[config.mk]
export PLATFORM = sky130hd
export DESIGN_NAME = motor_position_seek_controller_unit_flat
export DESIGN_NICKNAME = d
export VERILOG_FILES = /design/src/rtl/mpsc_pkg.sv /design/src/rtl/mpsc_if.sv /design/src/rtl/motor_position_seek_controller_unit.sv /design/src/rtl/mpsc_step.sv /design/src/flat_wrapper.sv
export SDC_FILE = /design/constraint.sdc
export NUM_CORES = 1
export LEC_CHECK = 0
export BUFFER_PORTS_ARGS = -buffer_cell sky130_fd_sc_hd__buf_2
export CORE_UTILIZATION = 35
export DETAILED_ROUTE_END_ITERATION = 8
export MAX_ROUTING_LAYER = met4
export PLACE_DENSITY = 0.59
export SYNTH_ARGS = -nofsm -noshare
export SYNTH_HDL_FRONTEND = slang
export SYNTH_SLANG_ARGS = --single-unit
export TNS_END_PERCENT = 5
[constraint.sdc]
create_clock -name clk -period 5.9 [get_ports clk]
set_clock_uncertainty 0.05 [all_clocks]
set_input_delay 1.18 -clock clk [delete_from_list [all_inputs] [get_ports clk]]
set_output_delay 1.18 -clock clk [all_outputs]
set_load 0.03 [all_outputs]
[src/rtl/mpsc_pkg.sv]
// Types and constants of the motor position seek controller.
package mpsc_pkg;

    localparam int THRESH_BITS    = 12;
    localparam int SPEED_BITS     = 7;
    localparam int COMPARE_BITS   = 11;
    localparam int CFG_INDEX_BITS = 3;
    localparam int CFG_DATA_BITS  = 12;

    localparam logic [SPEED_BITS-1:0]   BRAKE_LEVEL   = 7'd110;
    localparam logic [COMPARE_BITS-1:0] COMPARE_SCALE = 11'd10;
    localparam logic [COMPARE_BITS-1:0] BRAKE_COMPARE = 11'd1100;

    localparam logic [THRESH_BITS-1:0] DEADBAND_RST   = 12'd20;
    localparam logic [THRESH_BITS-1:0] FAR_RST        = 12'd400;
    localparam logic [THRESH_BITS-1:0] NEAR_RST       = 12'd200;
    localparam logic [THRESH_BITS-1:0] BRAKE_RST      = 12'd10;
    localparam logic [SPEED_BITS-1:0]  SPD_FAST_RST   = 7'd100;
    localparam logic [SPEED_BITS-1:0]  SPD_START_RST  = 7'd50;
    localparam logic [SPEED_BITS-1:0]  SPD_MID_RST    = 7'd10;
    localparam logic [SPEED_BITS-1:0]  SPD_SLOW_RST   = 7'd5;

    typedef enum logic [CFG_INDEX_BITS-1:0] {
        REG_DEADBAND   = 3'd0,
        REG_FAR        = 3'd1,
        REG_NEAR       = 3'd2,
        REG_BRAKE      = 3'd3,
        REG_SPD_FAST   = 3'd4,
        REG_SPD_START  = 3'd5,
        REG_SPD_MID    = 3'd6,
        REG_SPD_SLOW   = 3'd7
    } cfg_idx_t;

    typedef enum logic [4:0] {
        PH_IDLE     = 5'b00001,
        PH_MOVE     = 5'b00010,
        PH_SETTLE_A = 5'b00100,
        PH_SETTLE_B = 5'b01000,
        PH_SETTLE_C = 5'b10000
    } phase_t;

    typedef enum logic [1:0] {
        DIR_NONE  = 2'd0,
        DIR_LEFT  = 2'd1,
        DIR_RIGHT = 2'd2
    } dir_t;

    typedef struct packed {
        logic [THRESH_BITS-1:0] deadband;
        logic [THRESH_BITS-1:0] far_threshold;
        logic [THRESH_BITS-1:0] near_threshold;
        logic [THRESH_BITS-1:0] brake_threshold;
        logic [SPEED_BITS-1:0]  speed_fast;
        logic [SPEED_BITS-1:0]  speed_start_slow;
        logic [SPEED_BITS-1:0]  speed_mid;
        logic [SPEED_BITS-1:0]  speed_slow;
    } cfg_t;

    typedef struct packed {
        phase_t                phase;
        dir_t                  dir;
        logic [SPEED_BITS-1:0] speed;
        logic                  left_on;
        logic                  right_on;
    } seek_state_t;

    typedef struct packed {
        logic [COMPARE_BITS-1:0] compare_value;
        logic                    left_channel_on;
        logic                    right_channel_on;
        dir_t                    drive_direction;
        logic                    busy_res;
        logic                    done_res;
    } result_t;

endpackage

[src/rtl/mpsc_if.sv]
// Valid/ready channel interfaces for position beats and drive result beats.
interface mpsc_in_if #(
    parameter int POSITION_BITS = 12
);
    logic                     valid;
    logic                     ready;
    logic [POSITION_BITS-1:0] measured_position;
    logic [POSITION_BITS-1:0] target_position;

    modport source (output valid, output measured_position, output target_position,
                    input ready);
    modport sink   (input valid, input measured_position, input target_position,
                    output ready);
endinterface

interface mpsc_out_if;
    logic        valid;
    logic        ready;
    logic [10:0] compare_value;
    logic        left_channel_on;
    logic        right_channel_on;
    logic [1:0]  drive_direction;
    logic        busy_res;
    logic        done_res;

    modport source (output valid, output compare_value, output left_channel_on,
                    output right_channel_on, output drive_direction, output busy_res,
                    output done_res, input ready);
    modport sink   (input valid, input compare_value, input left_channel_on,
                    input right_channel_on, input drive_direction, input busy_res,
                    input done_res, output ready);
endinterface

[src/rtl/motor_position_seek_controller_unit.sv]
// Position seek controller: input register, tick logic and result register.
// A position beat passes through the input register and then the result register.
// One position beat per cycle unless the result side stalls; the tick logic is combinational.
// A stalled result holds in the result register while one more beat waits in the
// input register; input ready drops only when both are full.
// Reset clears the phase, direction, speed and channel enables and loads the
// configuration registers with their default values.
module motor_position_seek_controller_unit
    import mpsc_pkg::*;
#(
    parameter int POSITION_BITS = 12
)
(
    input  logic                      clk,
    input  logic                      rst_n,
    mpsc_in_if.sink                   in_ch,
    mpsc_out_if.source                out_ch,
    input  logic                      cfg_write,
    input  logic [CFG_INDEX_BITS-1:0] cfg_index,
    input  logic [CFG_DATA_BITS-1:0]  cfg_data
);

    cfg_t                     cfg_reg;
    logic                     in_valid_reg;
    logic [POSITION_BITS-1:0] meas_reg;
    logic [POSITION_BITS-1:0] targ_reg;
    seek_state_t              state_reg;
    seek_state_t              state_next;
    logic                     out_valid_reg;
    result_t                  result_reg;
    result_t                  result_next;
    logic                     advance;
    logic                     in_ready;

    assign advance  = in_valid_reg && (!out_valid_reg || out_ch.ready);
    assign in_ready = !in_valid_reg || advance;
    assign in_ch.ready = in_ready;

    always_ff @(posedge clk or negedge rst_n)
    begin
        if (!rst_n)
        begin
            cfg_reg.deadband         <= DEADBAND_RST;
            cfg_reg.far_threshold    <= FAR_RST;
            cfg_reg.near_threshold   <= NEAR_RST;
            cfg_reg.brake_threshold  <= BRAKE_RST;
            cfg_reg.speed_fast       <= SPD_FAST_RST;
            cfg_reg.speed_start_slow <= SPD_START_RST;
            cfg_reg.speed_mid        <= SPD_MID_RST;
            cfg_reg.speed_slow       <= SPD_SLOW_RST;
        end
        else if (cfg_write)
        begin
            case (cfg_idx_t'(cfg_index))
                REG_DEADBAND:  cfg_reg.deadband         <= cfg_data;
                REG_FAR:       cfg_reg.far_threshold    <= cfg_data;
                REG_NEAR:      cfg_reg.near_threshold   <= cfg_data;
                REG_BRAKE:     cfg_reg.brake_threshold  <= cfg_data;
                REG_SPD_FAST:  cfg_reg.speed_fast       <= cfg_data[SPEED_BITS-1:0];
                REG_SPD_START: cfg_reg.speed_start_slow <= cfg_data[SPEED_BITS-1:0];
                REG_SPD_MID:   cfg_reg.speed_mid        <= cfg_data[SPEED_BITS-1:0];
                REG_SPD_SLOW:  cfg_reg.speed_slow       <= cfg_data[SPEED_BITS-1:0];
                default:       cfg_reg                  <= cfg_reg;
            endcase
        end
    end

    // input register
    always_ff @(posedge clk or negedge rst_n)
    begin
        if (!rst_n)
            in_valid_reg <= 1'b0;
        else if (in_ready)
            in_valid_reg <= in_ch.valid;
    end

    always_ff @(posedge clk)
    begin
        if (in_ready && in_ch.valid)
        begin
            meas_reg <= POSITION_BITS'(in_ch.measured_position);
            targ_reg <= POSITION_BITS'(in_ch.target_position);
        end
    end

    mpsc_step #(
        .POSITION_BITS (POSITION_BITS)
    ) u_step (
        .meas       (meas_reg),
        .targ       (targ_reg),
        .cfg        (cfg_reg),
        .state_cur  (state_reg),
        .state_next (state_next),
        .result     (result_next)
    );

    // advance the controller state once per beat
    always_ff @(posedge clk or negedge rst_n)
    begin
        if (!rst_n)
        begin
            state_reg.phase    <= PH_IDLE;
            state_reg.dir      <= DIR_NONE;
            state_reg.speed    <= '0;
            state_reg.left_on  <= 1'b0;
            state_reg.right_on <= 1'b0;
        end
        else if (advance)
            state_reg <= state_next;
    end

    // result register
    always_ff @(posedge clk or negedge rst_n)
    begin
        if (!rst_n)
            out_valid_reg <= 1'b0;
        else if (advance)
            out_valid_reg <= 1'b1;
        else if (out_ch.ready)
            out_valid_reg <= 1'b0;
    end

    always_ff @(posedge clk)
    begin
        if (advance)
            result_reg <= result_next;
    end

    assign out_ch.valid            = out_valid_reg;
    assign out_ch.compare_value    = result_reg.compare_value;
    assign out_ch.left_channel_on  = result_reg.left_channel_on;
    assign out_ch.right_channel_on = result_reg.right_channel_on;
    assign out_ch.drive_direction  = result_reg.drive_direction;
    assign out_ch.busy_res         = result_reg.busy_res;
    assign out_ch.done_res         = result_reg.done_res;

endmodule

[src/rtl/mpsc_step.sv]
// Next-state and result logic for one control tick of the seek controller.
module mpsc_step
    import mpsc_pkg::*;
#(
    parameter int POSITION_BITS = 12
)
(
    input  logic [POSITION_BITS-1:0] meas,
    input  logic [POSITION_BITS-1:0] targ,
    input  cfg_t                     cfg,
    input  seek_state_t              state_cur,
    output seek_state_t              state_next,
    output result_t                  result
);

    localparam int CW = (POSITION_BITS > THRESH_BITS) ? POSITION_BITS : THRESH_BITS;

    logic [POSITION_BITS-1:0] distance;
    logic [CW-1:0]            dist_w;
    logic [CW-1:0]            deadband_w;
    logic [CW-1:0]            far_w;
    logic [CW-1:0]            near_w;
    logic [CW-1:0]            brake_w;
    logic                     meas_lt;
    logic                     meas_gt;
    logic                     done;

    assign meas_lt    = meas < targ;
    assign meas_gt    = meas > targ;
    assign distance   = meas_gt ? (meas - targ) : (targ - meas);
    assign dist_w     = CW'(distance);
    assign deadband_w = CW'(cfg.deadband);
    assign far_w      = CW'(cfg.far_threshold);
    assign near_w     = CW'(cfg.near_threshold);
    assign brake_w    = CW'(cfg.brake_threshold);

    always_comb
    begin
        state_next = state_cur;
        done       = 1'b0;
        case (state_cur.phase)
            PH_IDLE:
            begin
                if (dist_w < deadband_w)
                begin
                    state_next.speed    = '0;
                    state_next.left_on  = 1'b0;
                    state_next.right_on = 1'b0;
                end
                else if (meas != targ)
                begin
                    state_next.speed = (dist_w < far_w) ? cfg.speed_start_slow
                                                        : cfg.speed_fast;
                    if (meas_lt)
                    begin
                        state_next.dir      = DIR_LEFT;
                        state_next.left_on  = 1'b1;
                        state_next.right_on = 1'b0;
                    end
                    else
                    begin
                        state_next.dir      = DIR_RIGHT;
                        state_next.left_on  = 1'b0;
                        state_next.right_on = 1'b1;
                    end
                    state_next.phase = PH_MOVE;
                end
            end
            PH_MOVE:
            begin
                // later tiers override earlier ones; exact thresholds leave speed alone
                if (dist_w > far_w)
                    state_next.speed = cfg.speed_fast;
                if (dist_w < far_w && dist_w > near_w)
                    state_next.speed = cfg.speed_mid;
                if (dist_w < near_w)
                    state_next.speed = cfg.speed_slow;
                // reverse on overshoot
                if (meas_gt && state_cur.dir == DIR_LEFT)
                begin
                    state_next.dir      = DIR_RIGHT;
                    state_next.left_on  = 1'b0;
                    state_next.right_on = 1'b1;
                end
                if (meas_lt && state_cur.dir == DIR_RIGHT)
                begin
                    state_next.dir      = DIR_LEFT;
                    state_next.left_on  = 1'b1;
                    state_next.right_on = 1'b0;
                end
                if (dist_w < brake_w)
                begin
                    state_next.speed    = BRAKE_LEVEL;
                    state_next.left_on  = 1'b1;
                    state_next.right_on = 1'b1;
                    state_next.phase    = PH_SETTLE_A;
                end
            end
            PH_SETTLE_A:
                state_next.phase = PH_SETTLE_B;
            PH_SETTLE_B:
                state_next.phase = PH_SETTLE_C;
            PH_SETTLE_C:
            begin
                state_next.speed    = '0;
                state_next.left_on  = 1'b0;
                state_next.right_on = 1'b0;
                state_next.dir      = DIR_NONE;
                state_next.phase    = PH_IDLE;
                done                = 1'b1;
            end
            default:
                state_next.phase = PH_IDLE;
        endcase
    end

    assign result.compare_value    = COMPARE_BITS'(state_next.speed) * COMPARE_SCALE;
    assign result.left_channel_on  = state_next.left_on;
    assign result.right_channel_on = state_next.right_on;
    assign result.drive_direction  = state_next.dir;
    assign result.busy_res         = (state_next.phase != PH_IDLE);
    assign result.done_res         = done;

endmodule

[src/flat_wrapper.sv]
// flat-port wrapper written by rule: the top's interface ports become plain ports
module motor_position_seek_controller_unit_flat import mpsc_pkg::*;
#(
    parameter int POSITION_BITS = 12
)
  (clk, rst_n, cfg_write, cfg_index, cfg_data, in_ch_valid, in_ch_measured_position, in_ch_target_position, in_ch_ready, out_ch_valid, out_ch_compare_value, out_ch_left_channel_on, out_ch_right_channel_on, out_ch_drive_direction, out_ch_busy_res, out_ch_done_res, out_ch_ready);
  mpsc_in_if #(.POSITION_BITS(POSITION_BITS)) in_ch_i ();
  mpsc_out_if out_ch_i ();
  input  logic clk;
  input  logic rst_n;
  input  logic cfg_write;
  input  logic [CFG_INDEX_BITS-1:0] cfg_index;
  input  logic [CFG_DATA_BITS-1:0] cfg_data;
  input wire logic [$bits(in_ch_i.valid)-1:0] in_ch_valid;
  input wire logic [$bits(in_ch_i.measured_position)-1:0] in_ch_measured_position;
  input wire logic [$bits(in_ch_i.target_position)-1:0] in_ch_target_position;
  output wire logic [$bits(in_ch_i.ready)-1:0] in_ch_ready;
  output wire logic [$bits(out_ch_i.valid)-1:0] out_ch_valid;
  output wire logic [$bits(out_ch_i.compare_value)-1:0] out_ch_compare_value;
  output wire logic [$bits(out_ch_i.left_channel_on)-1:0] out_ch_left_channel_on;
  output wire logic [$bits(out_ch_i.right_channel_on)-1:0] out_ch_right_channel_on;
  output wire logic [$bits(out_ch_i.drive_direction)-1:0] out_ch_drive_direction;
  output wire logic [$bits(out_ch_i.busy_res)-1:0] out_ch_busy_res;
  output wire logic [$bits(out_ch_i.done_res)-1:0] out_ch_done_res;
  input wire logic [$bits(out_ch_i.ready)-1:0] out_ch_ready;
  assign in_ch_i.valid = in_ch_valid;
  assign in_ch_i.measured_position = in_ch_measured_position;
  assign in_ch_i.target_position = in_ch_target_position;
  assign in_ch_ready = in_ch_i.ready;
  assign out_ch_valid = out_ch_i.valid;
  assign out_ch_compare_value = out_ch_i.compare_value;
  assign out_ch_left_channel_on = out_ch_i.left_channel_on;
  assign out_ch_right_channel_on = out_ch_i.right_channel_on;
  assign out_ch_drive_direction = out_ch_i.drive_direction;
  assign out_ch_busy_res = out_ch_i.busy_res;
  assign out_ch_done_res = out_ch_i.done_res;
  assign out_ch_i.ready = out_ch_ready;
  motor_position_seek_controller_unit #(.POSITION_BITS(POSITION_BITS)) u_core (.clk(clk), .rst_n(rst_n), .in_ch(in_ch_i), .out_ch(out_ch_i), .cfg_write(cfg_write), .cfg_index(cfg_index), .cfg_data(cfg_data));
endmodule
==> flow_summary.yaml, run 1 <==
global_route:
  grt.total_usage: 0.182
  first_global_vias: 6468
  grt_max_degree: 62
  overflow: 0
  antenna_found_initial: 0
  grt_pass1_wl_mm: 32.8
cells_and_area:
  diodes: 0
  utilization: 0.461
  syn_to_final_growth_pct: 29.0
  nets: 1103
  largest_register_ffs: 76
  final_common_cell: "buf_4"
  mostFrequentLayoutCells: "buf_4 (135), inv_1 (82), ha_1 (75), dfrtp_1 (73), nand2_1 (69)"
  drive_above_1_share: 0.356
  final_cells: 1275
clocking:
  cts_sinks: 134
  holdBufCountCts: 0
  clk_latency_ns: 0.43
  clockBufferDepth: 2
  tritoncts: "built"
  h-tree-depth: 4
  cts.reportedPaths.clkPinSlew_ns: 0.06
  clock-root-buffer: "clkbuf_16"
  cts_buffers: 17
min_path:
  hp-class: "reg2reg"
  worstHoldPathCells: 1
yosys:
  syn-num-nets: 914
  ys_ff_latch: 134
  syn_avg_cell_area_um2: 10.3
  yosysWarnings: 0
  async_flop_share: 0.701
  syn_area_um2: 8120
  synth.distinct_cells: 70
  netlist_instances: 788
  dominantRegCellSynth: "dfrtp_1"
  synth-edff-count: 40
  yosysSeqAreaShare: 0.441
critical_path:
  crit_path_end_kind: "flip-flop"
  start_kind: "flip-flop"
  reg2regPathDepth: 32
  path_depth: 32
  crit_buf_inv: 5
  cp_slowest_cell: "a311oi_2"
  arrival_ns: 6.84
  max_stage_delay_ns: 0.39
  path_max_fanout: 7
  crit_required_ns: 5.98
  crit_family: "compound AO/OA/AOI/OAI gates"
  critPathKind: "reg2reg"
sta:
  period_share: 1.15
  rsz0062_at_grt: "true"
  fin_crit_ns: 6.76
  setup_viol: 6
  slew_headroom: 0.347
  tightest_slew_ns: 0.980
  finalSetupTns_ns: -3.88
  final_hold_viol_count: 0
  fmaxAchievable_mhz: 148
  setup_ws_ns: -0.862
  timing.hold.ws_ns: 0.454
  slew_viol_final: 0
die:
  die_y_um: 154
  ios: 63
  rows: 55
  start_util: 0.358
  fp.dieW_um: 154
  core_um2: 22700
  die_area_um2: 23800
drt:
  drcViolationCount: 0
  avgRoutedWirePerCell_um: 15.4
  via_count: 6283
  drt_iter0_drc: 404
  via_per_inst: 4.93
  drtPass1Iterations: 4
  wl_mm: 19.6
  ant_nets: 0
placed_design:
  place_congestion: 0.848
  dp_hpwl_mm: 14.8
  placed_cells: 1227
  io_buffers: 61
power_and_ir_drop:
  p_leak_nw: 4.83
  power.density_nw_per_um2: 488
  ir_worst_vdd_mv: 0.260
  power_w: 0.00511
status:
  violations: "setup timing"
  status: "finished, violations left"
flow_run:
  maxCapViolCount: 0
kinds of logic (layout without fill, tap and decap cells):
logic type | Yosys count | count (layout) | share of synthesized area
flip-flops | 134 | 134 | 0.441
AND/OR/NAND/NOR | 185 | 185 | 0.113
buffers and inverters | 113 | 315 | 0.0556
AO/OA/AOI/OAI | 191 | 191 | 0.154
adder cells (fa/ha/maj) | 82 | 82 | 0.129
multiplexers | 69 | 69 | 0.0934
XOR/XNOR | 13 | 13 | 0.0140
other | 1 | 1 | 0.000462
report_power, final:
part           total (W)  switching [W]  internal (W)
Clock            0.00102       0.000404      0.000613
Sequential       0.00141       0.000135       0.00128
Combinational    0.00269        0.00137       0.00132
metrics by stage:
stage | worst slack, ns | cell area, um2
2_1_floorplan | -0.496 | 8160
3_3_place_gp | -1.03 | 9620
3_5_place_dp | -1.12 | 9620
4_1_cts | -0.866 | 10400
5_1_grt | -1.28 | 10500
6_report | -0.862 | 10500
timing repair:
item / 4_1_cts / 5_1_grt
gates resized for setup: 34 / 11
buffers inserted: 15 / 1
pin swaps: 41 / 15
gates cloned: 0 / 0
hold endpoints to repair: 0 / 0
endpoints found under the setup margin: 7 / 9
synthesized netlist by cell type (all sizes together) (2+ instances only):
library cell	n	area, um2
mux2i	18	180
a21boi	3	22.5
nor2	47	200
o21ai	68	340
nand4	11	75.1
or4	2	15.0
dfrtp	73	1830
nand4b	4	35.0
mux2	51	578
buf	10	63.8
nand2b	9	56.3
nor2b	3	18.8
inv	84	315
ha	79	988
nor3	7	35.0
a211o	2	17.5
a21o	11	82.6
nand3	6	30.0
o2111ai	3	26.3
a21oi	52	275
nand3b	3	22.5
a311oi	4	58.8
xor2	6	52.6
edfxtp	40	1200
or3	5	41.3
clkbuf	19	72.6
nand2	70	263
o211ai	8	60.1
a211oi	10	75.1
a31oi	8	56.3
xnor2	7	61.3
dfstp	21	552
o21a	2	15.0
nor3b	4	30.0
o21bai	3	22.5
and3	3	18.8
a2111oi	6	83.8
a221oi	4	47.6
and2	7	43.8
fa	3	60.1
layout make-up:
type | instances | area (um2)
multi-input combinational | 541 | 4300
fill | 2143 | 12200
tap | 285 | 357
clock inverter | 15 | 139
clock buffer | 17 | 425
timing repair buffer | 199 | 1370
inverter | 84 | 315
sequential | 134 | 3580
metal layers:
layer  share of wire  wire (um)  track usage  up-vias
li1                -          -            -     3170
met4           0.027        538       0.0740        0
met1            0.46       8940        0.221     2946
met2            0.49       9510        0.303      127
met3           0.030        583       0.0286       40
met5               0          0            -        -
worst paths after layout:
kind,from,to,slack (ns)
min in group asynchronous,rst_n,u_core.cfg_reg[38]$_DFFE_PN0P_,0.79
max,u_core.meas_reg[0]$_DFFE_PP_,u_core.out_ch.compare_value[10]$_DFFE_PP_,-0.86
max reg2reg,u_core.meas_reg[0]$_DFFE_PP_,u_core.out_ch.compare_value[10]$_DFFE_PP_,-0.86
min reg2reg,u_core.cfg_reg[64]$_DFFE_PN0P_,u_core.cfg_reg[64]$_DFFE_PN0P_,0.45
max in group asynchronous,rst_n,u_core.cfg_reg[8]$_DFFE_PN1P_,3.99
min,u_core.cfg_reg[64]$_DFFE_PN0P_,u_core.cfg_reg[64]$_DFFE_PN0P_,0.45
Note: power is estimated with default switching activity, not from simulation.
==> run 2, diff against run 1 <==
--- a/config.mk
+++ b/config.mk
@@ -9,7 +9,7 @@
 export CORE_UTILIZATION = 35
 export DETAILED_ROUTE_END_ITERATION = 8
 export MAX_ROUTING_LAYER = met4
-export PLACE_DENSITY = 0.59
+export PLACE_DENSITY = 0.57
 export SYNTH_ARGS = -nofsm -noshare
 export SYNTH_HDL_FRONTEND = slang
 export SYNTH_SLANG_ARGS = --single-unit
==> constraint.sdc (replaced) <==
create_clock -name clk -period 7.2 [get_ports clk]
set_clock_uncertainty 0.05 [all_clocks]
set_input_delay 1.44 -clock clk [delete_from_list [all_inputs] [get_ports clk]]
set_output_delay 1.44 -clock clk [all_outputs]
set_load 0.03 [all_outputs]
==> run 2 against run 1 <==
Utilization decreased by 3.1 points. The run now ends clean. Wire length decreased by 7.0%. Register-to-register slack improved by 1.2 ns. Die area unchanged. Design area decreased by 6.7%. Highest routed layer unchanged. Hold slack got worse by 0.014 ns. Critical path type unchanged. Combinational power decreased by 30%.
==> flow_summary.yaml, run 2 (synthesized netlist as in run 1, its figures left out) <==
cells_and_area:
  final_common_cell: "inv_1"
  seq_area_um2: 3580
  syn_to_final_growth_pct: 20.4
  drive_above_1_share: 0.287
  diodes: 0
  final_cell_area_um2: 9770
  multi_input_comb_area_um2: 4300
  largest_register_ffs: 76
  nets: 1017
  mostFrequentLayoutCells: "inv_1 (83), ha_1 (74), dfrtp_1 (73), nand2_1 (69), o21ai_0 (63)"
  final_cells: 1189
  num-fill-cells: 2205
power_and_ir_drop:
  ir_worst_vdd_mv: 0.186
  power.density_nw_per_um2: 390
  p_leak_nw: 4.40
min_path:
  hold_path_end: "u_core.out_ch.valid$_DFFE_PN0P_"
  min_from: "u_core.in_valid_reg$_DFFE_PN0N_"
  hp-class: "reg2reg"
  worstHoldPathCells: 1
die:
  start_util: 0.358
  die_y_um: 154
  die_area_um2: 23800
  ios: 63
  fp.dieW_um: 154
  rows: 55
  core_um2: 22700
clocking:
  h-tree-depth: 4
  clockBufferDepth: 2
  clock-root-buffer: "clkbuf_16"
  tritoncts: "built"
  cts_buffers: 17
  holdBufCountCts: 0
  clk_latency_ns: 0.43
  cts.reportedPaths.clkPinSlew_ns: 0.06
  cts_sinks: 134
critical_path:
  reg2regPathDepth: 31
  max_stage_delay_ns: 0.43
  cp_slowest_cell: "or3_4"
  crit_path_frequent_cell: "a21oi_2"
  crit_required_ns: 7.28
  start_kind: "flip-flop"
  critPathKind: "reg2reg"
  arrival_ns: 6.94
  timing.rr.end: "u_core.out_ch.compare_value[10]$_DFFE_PP_"
  crit_path_end_kind: "flip-flop"
  path_max_fanout: 6
  reg2reg_setup_slack_ns: 0.35
  reg2reg_from: "u_core.targ_reg[0]$_DFFE_PP_"
  critPathLaunch: "u_core.targ_reg[0]$_DFFE_PP_"
flow_run:
  maxCapViolCount: 0
drt:
  ant_nets: 0
  drt_iter0_drc: 307
  via_count: 5967
  via_per_inst: 5.02
  wl_mm: 18.2
  avgRoutedWirePerCell_um: 15.3
  drcViolationCount: 0
  drtPass1Iterations: 5
sta:
  setup_ws_ns: 0.345
  final_hold_viol_count: 0
  fin_crit_ns: 6.85
  finalSetupTns_ns: 0
  setup_viol: 0
  tightest_slew_ns: 0.930
  fmaxAchievable_mhz: 146
  period_share: 0.952
  slew_viol_final: 0
  slew_headroom: 0.380
placed_design:
  place_congestion: 0.841
  pre_cts_ws_ns: -0.00229
  io_buffers: 61
  placed_cells: 1144
  dp_hpwl_mm: 13.6
  postPlaceCellArea_um2: 8960
global_route:
  grt_pass1_wl_mm: 30.2
  met3_usage: 0.0286
  overflow: 0
  grt.total_usage: 0.167
  first_global_vias: 5790
  met1_usage: 0.219
  antenna_found_initial: 0
  grt-busiest-layer: "met2"
  grt_max_degree: 53
  use_met2: 0.263
status:
  status: "finished, final reports clean"
run 2: final cells by class:
cell class	count	area share
Timing Repair Buffer	113	0.0714
Tap cell	285	0.0365
Sequential cell	134	0.366
Inverter	84	0.0323
Multi-Input combinational cell	541	0.440
Clock buffer	21	0.0451
Clock inverter	11	0.00870
run 2: layer usage:
metal | vias up | routed length (um)
met5 | - | 0
met4 | 0 | 293
met3 | 22 | 452
met2 | 95 | 8410
met1 | 2837 | 9060
li1 | 3013 | -
run 2: power by group:
| group | internal, W | switching (W) |
|---|---|---|
| combinational | 0.000839 | 0.00103 |
| sequential | 0.00105 | 0.000105 |
| clock | 0.000467 | 0.000323 |
run 2: repair_timing:
| action | CTS | global route |
|---|---|---|
| endpoints found under the setup margin | 2 | 5 |
| pin swaps | 0 | 24 |
| gates resized for setup | 1 | 42 |
| buffers inserted | 0 | 13 |
run 2: stage by stage:
step / power [W] / hold slack (ns) / util
global route: 0.00412 / 0.468 / 0.430
CTS: 0.00361 / 0.437 / 0.418
global placement: 0.00279 / 0.417 / 0.394
floorplan: 0.00231 / 0.407 / -
finish: 0.00381 / 0.441 / 0.430
detailed placement: 0.00280 / 0.424 / 0.394
run 2: worst max path at each step:
| stage | slack [ns] | cells after the start | end |
|---|---|---|---|
| floorplan | 0.63 | 30 | u_core.out_ch.compare_value[9]$_DFFE_PP_ |
| global placement | 0.11 | 30 | u_core.out_ch.compare_value[9]$_DFFE_PP_ |
| detailed placement | -0.002 | 30 | u_core.out_ch.compare_value[9]$_DFFE_PP_ |
| CTS | 0.05 | 30 | u_core.out_ch.compare_value[9]$_DFFE_PP_ |
| global route | -0.05 | 31 | u_core.out_ch.compare_value[10]$_DFFE_PP_ |
| finish | 0.35 | 31 | u_core.out_ch.compare_value[10]$_DFFE_PP_ |
run 2: worst max-delay path, delay by kind of cell, from the launching register on:
kind                       cells  cell delay [ns]
DFF                            1             0.39
adders and majority gates      6             1.49
AOI/OAI and AO/OA             14             2.44
xor gates and xnor gates       1             0.32
muxes                          1             0.39
and+or+nand+nor                5             1.00
buffers and inverters          4             0.49
==> run 3, diff against run 2 <==
--- a/config.mk
+++ b/config.mk
@@ -6,10 +6,13 @@
 export NUM_CORES = 1
 export LEC_CHECK = 0
 export BUFFER_PORTS_ARGS = -buffer_cell sky130_fd_sc_hd__buf_2
+export CELL_PAD_IN_SITES_DETAIL_PLACEMENT = 0
+export CELL_PAD_IN_SITES_GLOBAL_PLACEMENT = 1
 export CORE_UTILIZATION = 35
+export CTS_BUF_LIST = sky130_fd_sc_hd__clkbuf_8
 export DETAILED_ROUTE_END_ITERATION = 8
 export MAX_ROUTING_LAYER = met4
-export PLACE_DENSITY = 0.57
+export PLACE_DENSITY = 0.68
 export SYNTH_ARGS = -nofsm -noshare
 export SYNTH_HDL_FRONTEND = slang
 export SYNTH_SLANG_ARGS = --single-unit
==> run 3 against run 2 <==
Via count up 0.30%. Largest cell class unchanged. Non-clock buffer count up 11. Combinational power about the same. Die area unchanged. Highest routed layer unchanged. Setup slack worse by 0.042 ns. Critical path depth up 3. Hold slack better by 0.014 ns. Fmax down 0.61%. Design area down 1.1%.
==> flow_summary.yaml, run 3 (synthesized netlist as in run 1, its figures left out) <==
cells_and_area:
  mostFrequentLayoutCells: "inv_1 (88), ha_1 (75), dfrtp_1 (73), nand2_1 (70), o21ai_0 (66)"
  seq_area_um2: 3580
  final_common_cell: "inv_1"
  diodes: 0
  drive_above_1_share: 0.283
  multi_input_comb_area_um2: 4240
  syn_to_final_growth_pct: 19.1
  nets: 1028
  largest_register_ffs: 76
  num-fill-cells: 2243
drt:
  drcViolationCount: 0
  via_per_inst: 4.99
  wl_mm: 19.0
  ant_nets: 0
  via_count: 5985
  drt_iter0_drc: 233
  avgRoutedWirePerCell_um: 15.9
  drtPass1Iterations: 4
power_and_ir_drop:
  power_w: 0.00367
  seqPwrFrac: 0.315
  ir_worst_vdd_mv: 0.205
  power.density_nw_per_um2: 380
  combinationalPowerShare: 0.514
  clkPwrFrac: 0.171
  power.net_switching_w: 0.00143
  p_leak_nw: 4.40
  p_int_w: 0.00224
  switching_share: 0.390
global_route:
  first_global_vias: 6169
  overflow: 0
  grt.total_usage: 0.176
  grt_pass1_wl_mm: 31.9
  grt_max_degree: 64
  antenna_found_initial: 0
sta:
  setup_ws_ns: 0.303
  finalSetupTns_ns: 0
  tightest_slew_ns: 0.984
  setup_viol: 0
  final_hold_viol_count: 0
  fin_crit_ns: 6.90
  slew_viol_final: 0
  fmaxAchievable_mhz: 145
  slew_headroom: 0.344
  rsz0062_at_grt: "true"
  period_share: 0.958
critical_path:
  start_kind: "flip-flop"
  crit_required_ns: 7.31
  arrival_ns: 7.01
  path_max_fanout: 5
  cp_slowest_cell: "a211oi_1"
  max_stage_delay_ns: 0.44
  crit_buf_inv: 8
  reg2regPathDepth: 34
  timing.rr.end: "u_core.out_ch.compare_value[10]$_DFFE_PP_"
  reg2reg_setup_slack_ns: 0.30
  crit_family: "compound AO/OA/AOI/OAI gates"
  crit_path_frequent_cell: "buf_4"
  crit_path_end_kind: "flip-flop"
  reg2reg_from: "u_core.targ_reg[0]$_DFFE_PP_"
  critPathKind: "reg2reg"
die:
  core_um2: 22700
  fp.dieW_um: 154
  rows: 55
  start_util: 0.358
  ios: 63
  die_y_um: 154
  die_area_um2: 23800
min_path:
  min_from: "u_core.in_valid_reg$_DFFE_PN0N_"
  hp-class: "reg2reg"
  worstHoldPathCells: 1
  hold_path_end: "u_core.out_ch.valid$_DFFE_PN0P_"
flow_run:
  maxCapViolCount: 0
status:
  status: "finished, final reports clean"
placed_design:
  io_buffers: 61
  place_congestion: 0.807
  pre_cts_ws_ns: -0.00744
  dp_hpwl_mm: 14.4
clocking:
  h-tree-depth: 4
  cts_buffers: 17
  clock-root-buffer: "clkbuf_8"
  holdBufCountCts: 0
  clk_latency_ns: 0.45
  cts.reportedPaths.clkPinSlew_ns: 0.07
  cts_sinks: 134
  clockBufferDepth: 2
  tritoncts: "built"
-- run 3: changes by cell type in the layout (fill, tap and decap cells not counted), sizes merged --
| cell | previous run | this run |
|---|---|---|
| inv | 84 | 88 |
| buf | 113 | 124 |
| clkinvlp | 3 | 1 |
| clkbuf | 21 | 17 |
| bufinv | 1 | 3 |
-- run 3: cell type report --
| class | instances | share of cell area |
|---|---|---|
| Clock buffer | 17 | 0.0242 |
| Clock inverter | 15 | 0.0153 |
| Inverter | 84 | 0.0326 |
| Multi-Input combinational cell | 541 | 0.439 |
| Sequential cell | 134 | 0.370 |
| Tap cell | 285 | 0.0369 |
| Timing Repair Buffer | 124 | 0.0819 |
-- run 3: worst max-delay path by stage --
stage,to,cells after the start,start,slack [ns]
after floorplan,u_core.out_ch.compare_value[9]$_DFFE_PP_,30,u_core.meas_reg[0]$_DFFE_PP_,0.63
after global placement,u_core.out_ch.compare_value[10]$_DFFE_PP_,32,u_core.meas_reg[0]$_DFFE_PP_,0.13
after detailed placement,u_core.out_ch.compare_value[9]$_DFFE_PP_,31,u_core.meas_reg[0]$_DFFE_PP_,-0.007
after CTS,u_core.out_ch.compare_value[9]$_DFFE_PP_,33,u_core.meas_reg[0]$_DFFE_PP_,0.002
after global routing,u_core.out_ch.compare_value[10]$_DFFE_PP_,34,u_core.meas_reg[0]$_DFFE_PP_,-0.09
final,u_core.out_ch.compare_value[10]$_DFFE_PP_,34,u_core.targ_reg[0]$_DFFE_PP_,0.30
-- run 3: repair_timing --
item,in CTS,in global routing
pin swaps,0,26
gates resized for setup,3,27
setup buffers,0,6
endpoints found under the hold margin,0,0
setup endpoints to repair,2,5
-- run 3: per-layer routing --
metal,vias up,GRT usage,wire (um),part of all wire
met3,13,0.0322,520,0.027
met5,-,-,0,0
met4,0,0.0462,195,0.010
met1,2874,0.230,9480,0.50
met2,85,0.280,8830,0.46
li1,3013,-,-,-
-- run 3: power by group through the flow --
stage	Combinational, W	Sequential, W	Clock (W)
4_1_cts	0.00177	0.00116	0.000648
2_1_floorplan	0.00109	0.00122	0
6_report	0.00189	0.00116	0.000627
3_3_place_gp	0.00176	0.00117	0
5_1_grt	0.00216	0.00118	0.000674
3_5_place_dp	0.00175	0.00117	0
-- run 3: worst register-to-register path, delay by kind of cell, from the launching register on --
| family | cells | cell delay [ns] |
|---|---|---|
| xor gates and xnor gates | 1 | 0.19 |
| DFF | 1 | 0.39 |
| buffers and inverters | 8 | 1.06 |
| AOI/OAI and AO/OA | 13 | 2.10 |
| and+or+nand+nor | 5 | 1.07 |
| adders and majority gates | 6 | 1.56 |
| muxes | 1 | 0.18 |
-- run 3: metrics by stage --
step	util	area (um2)	hold WS, ns	cells
after floorplan	-	8120	0.407	788
after global placement	0.400	9090	0.432	1162
after detailed placement	0.400	9090	0.440	1162
after CTS	0.418	9490	0.457	1194
after global routing	0.426	9670	0.468	1200
final	0.426	9670	0.454	1200
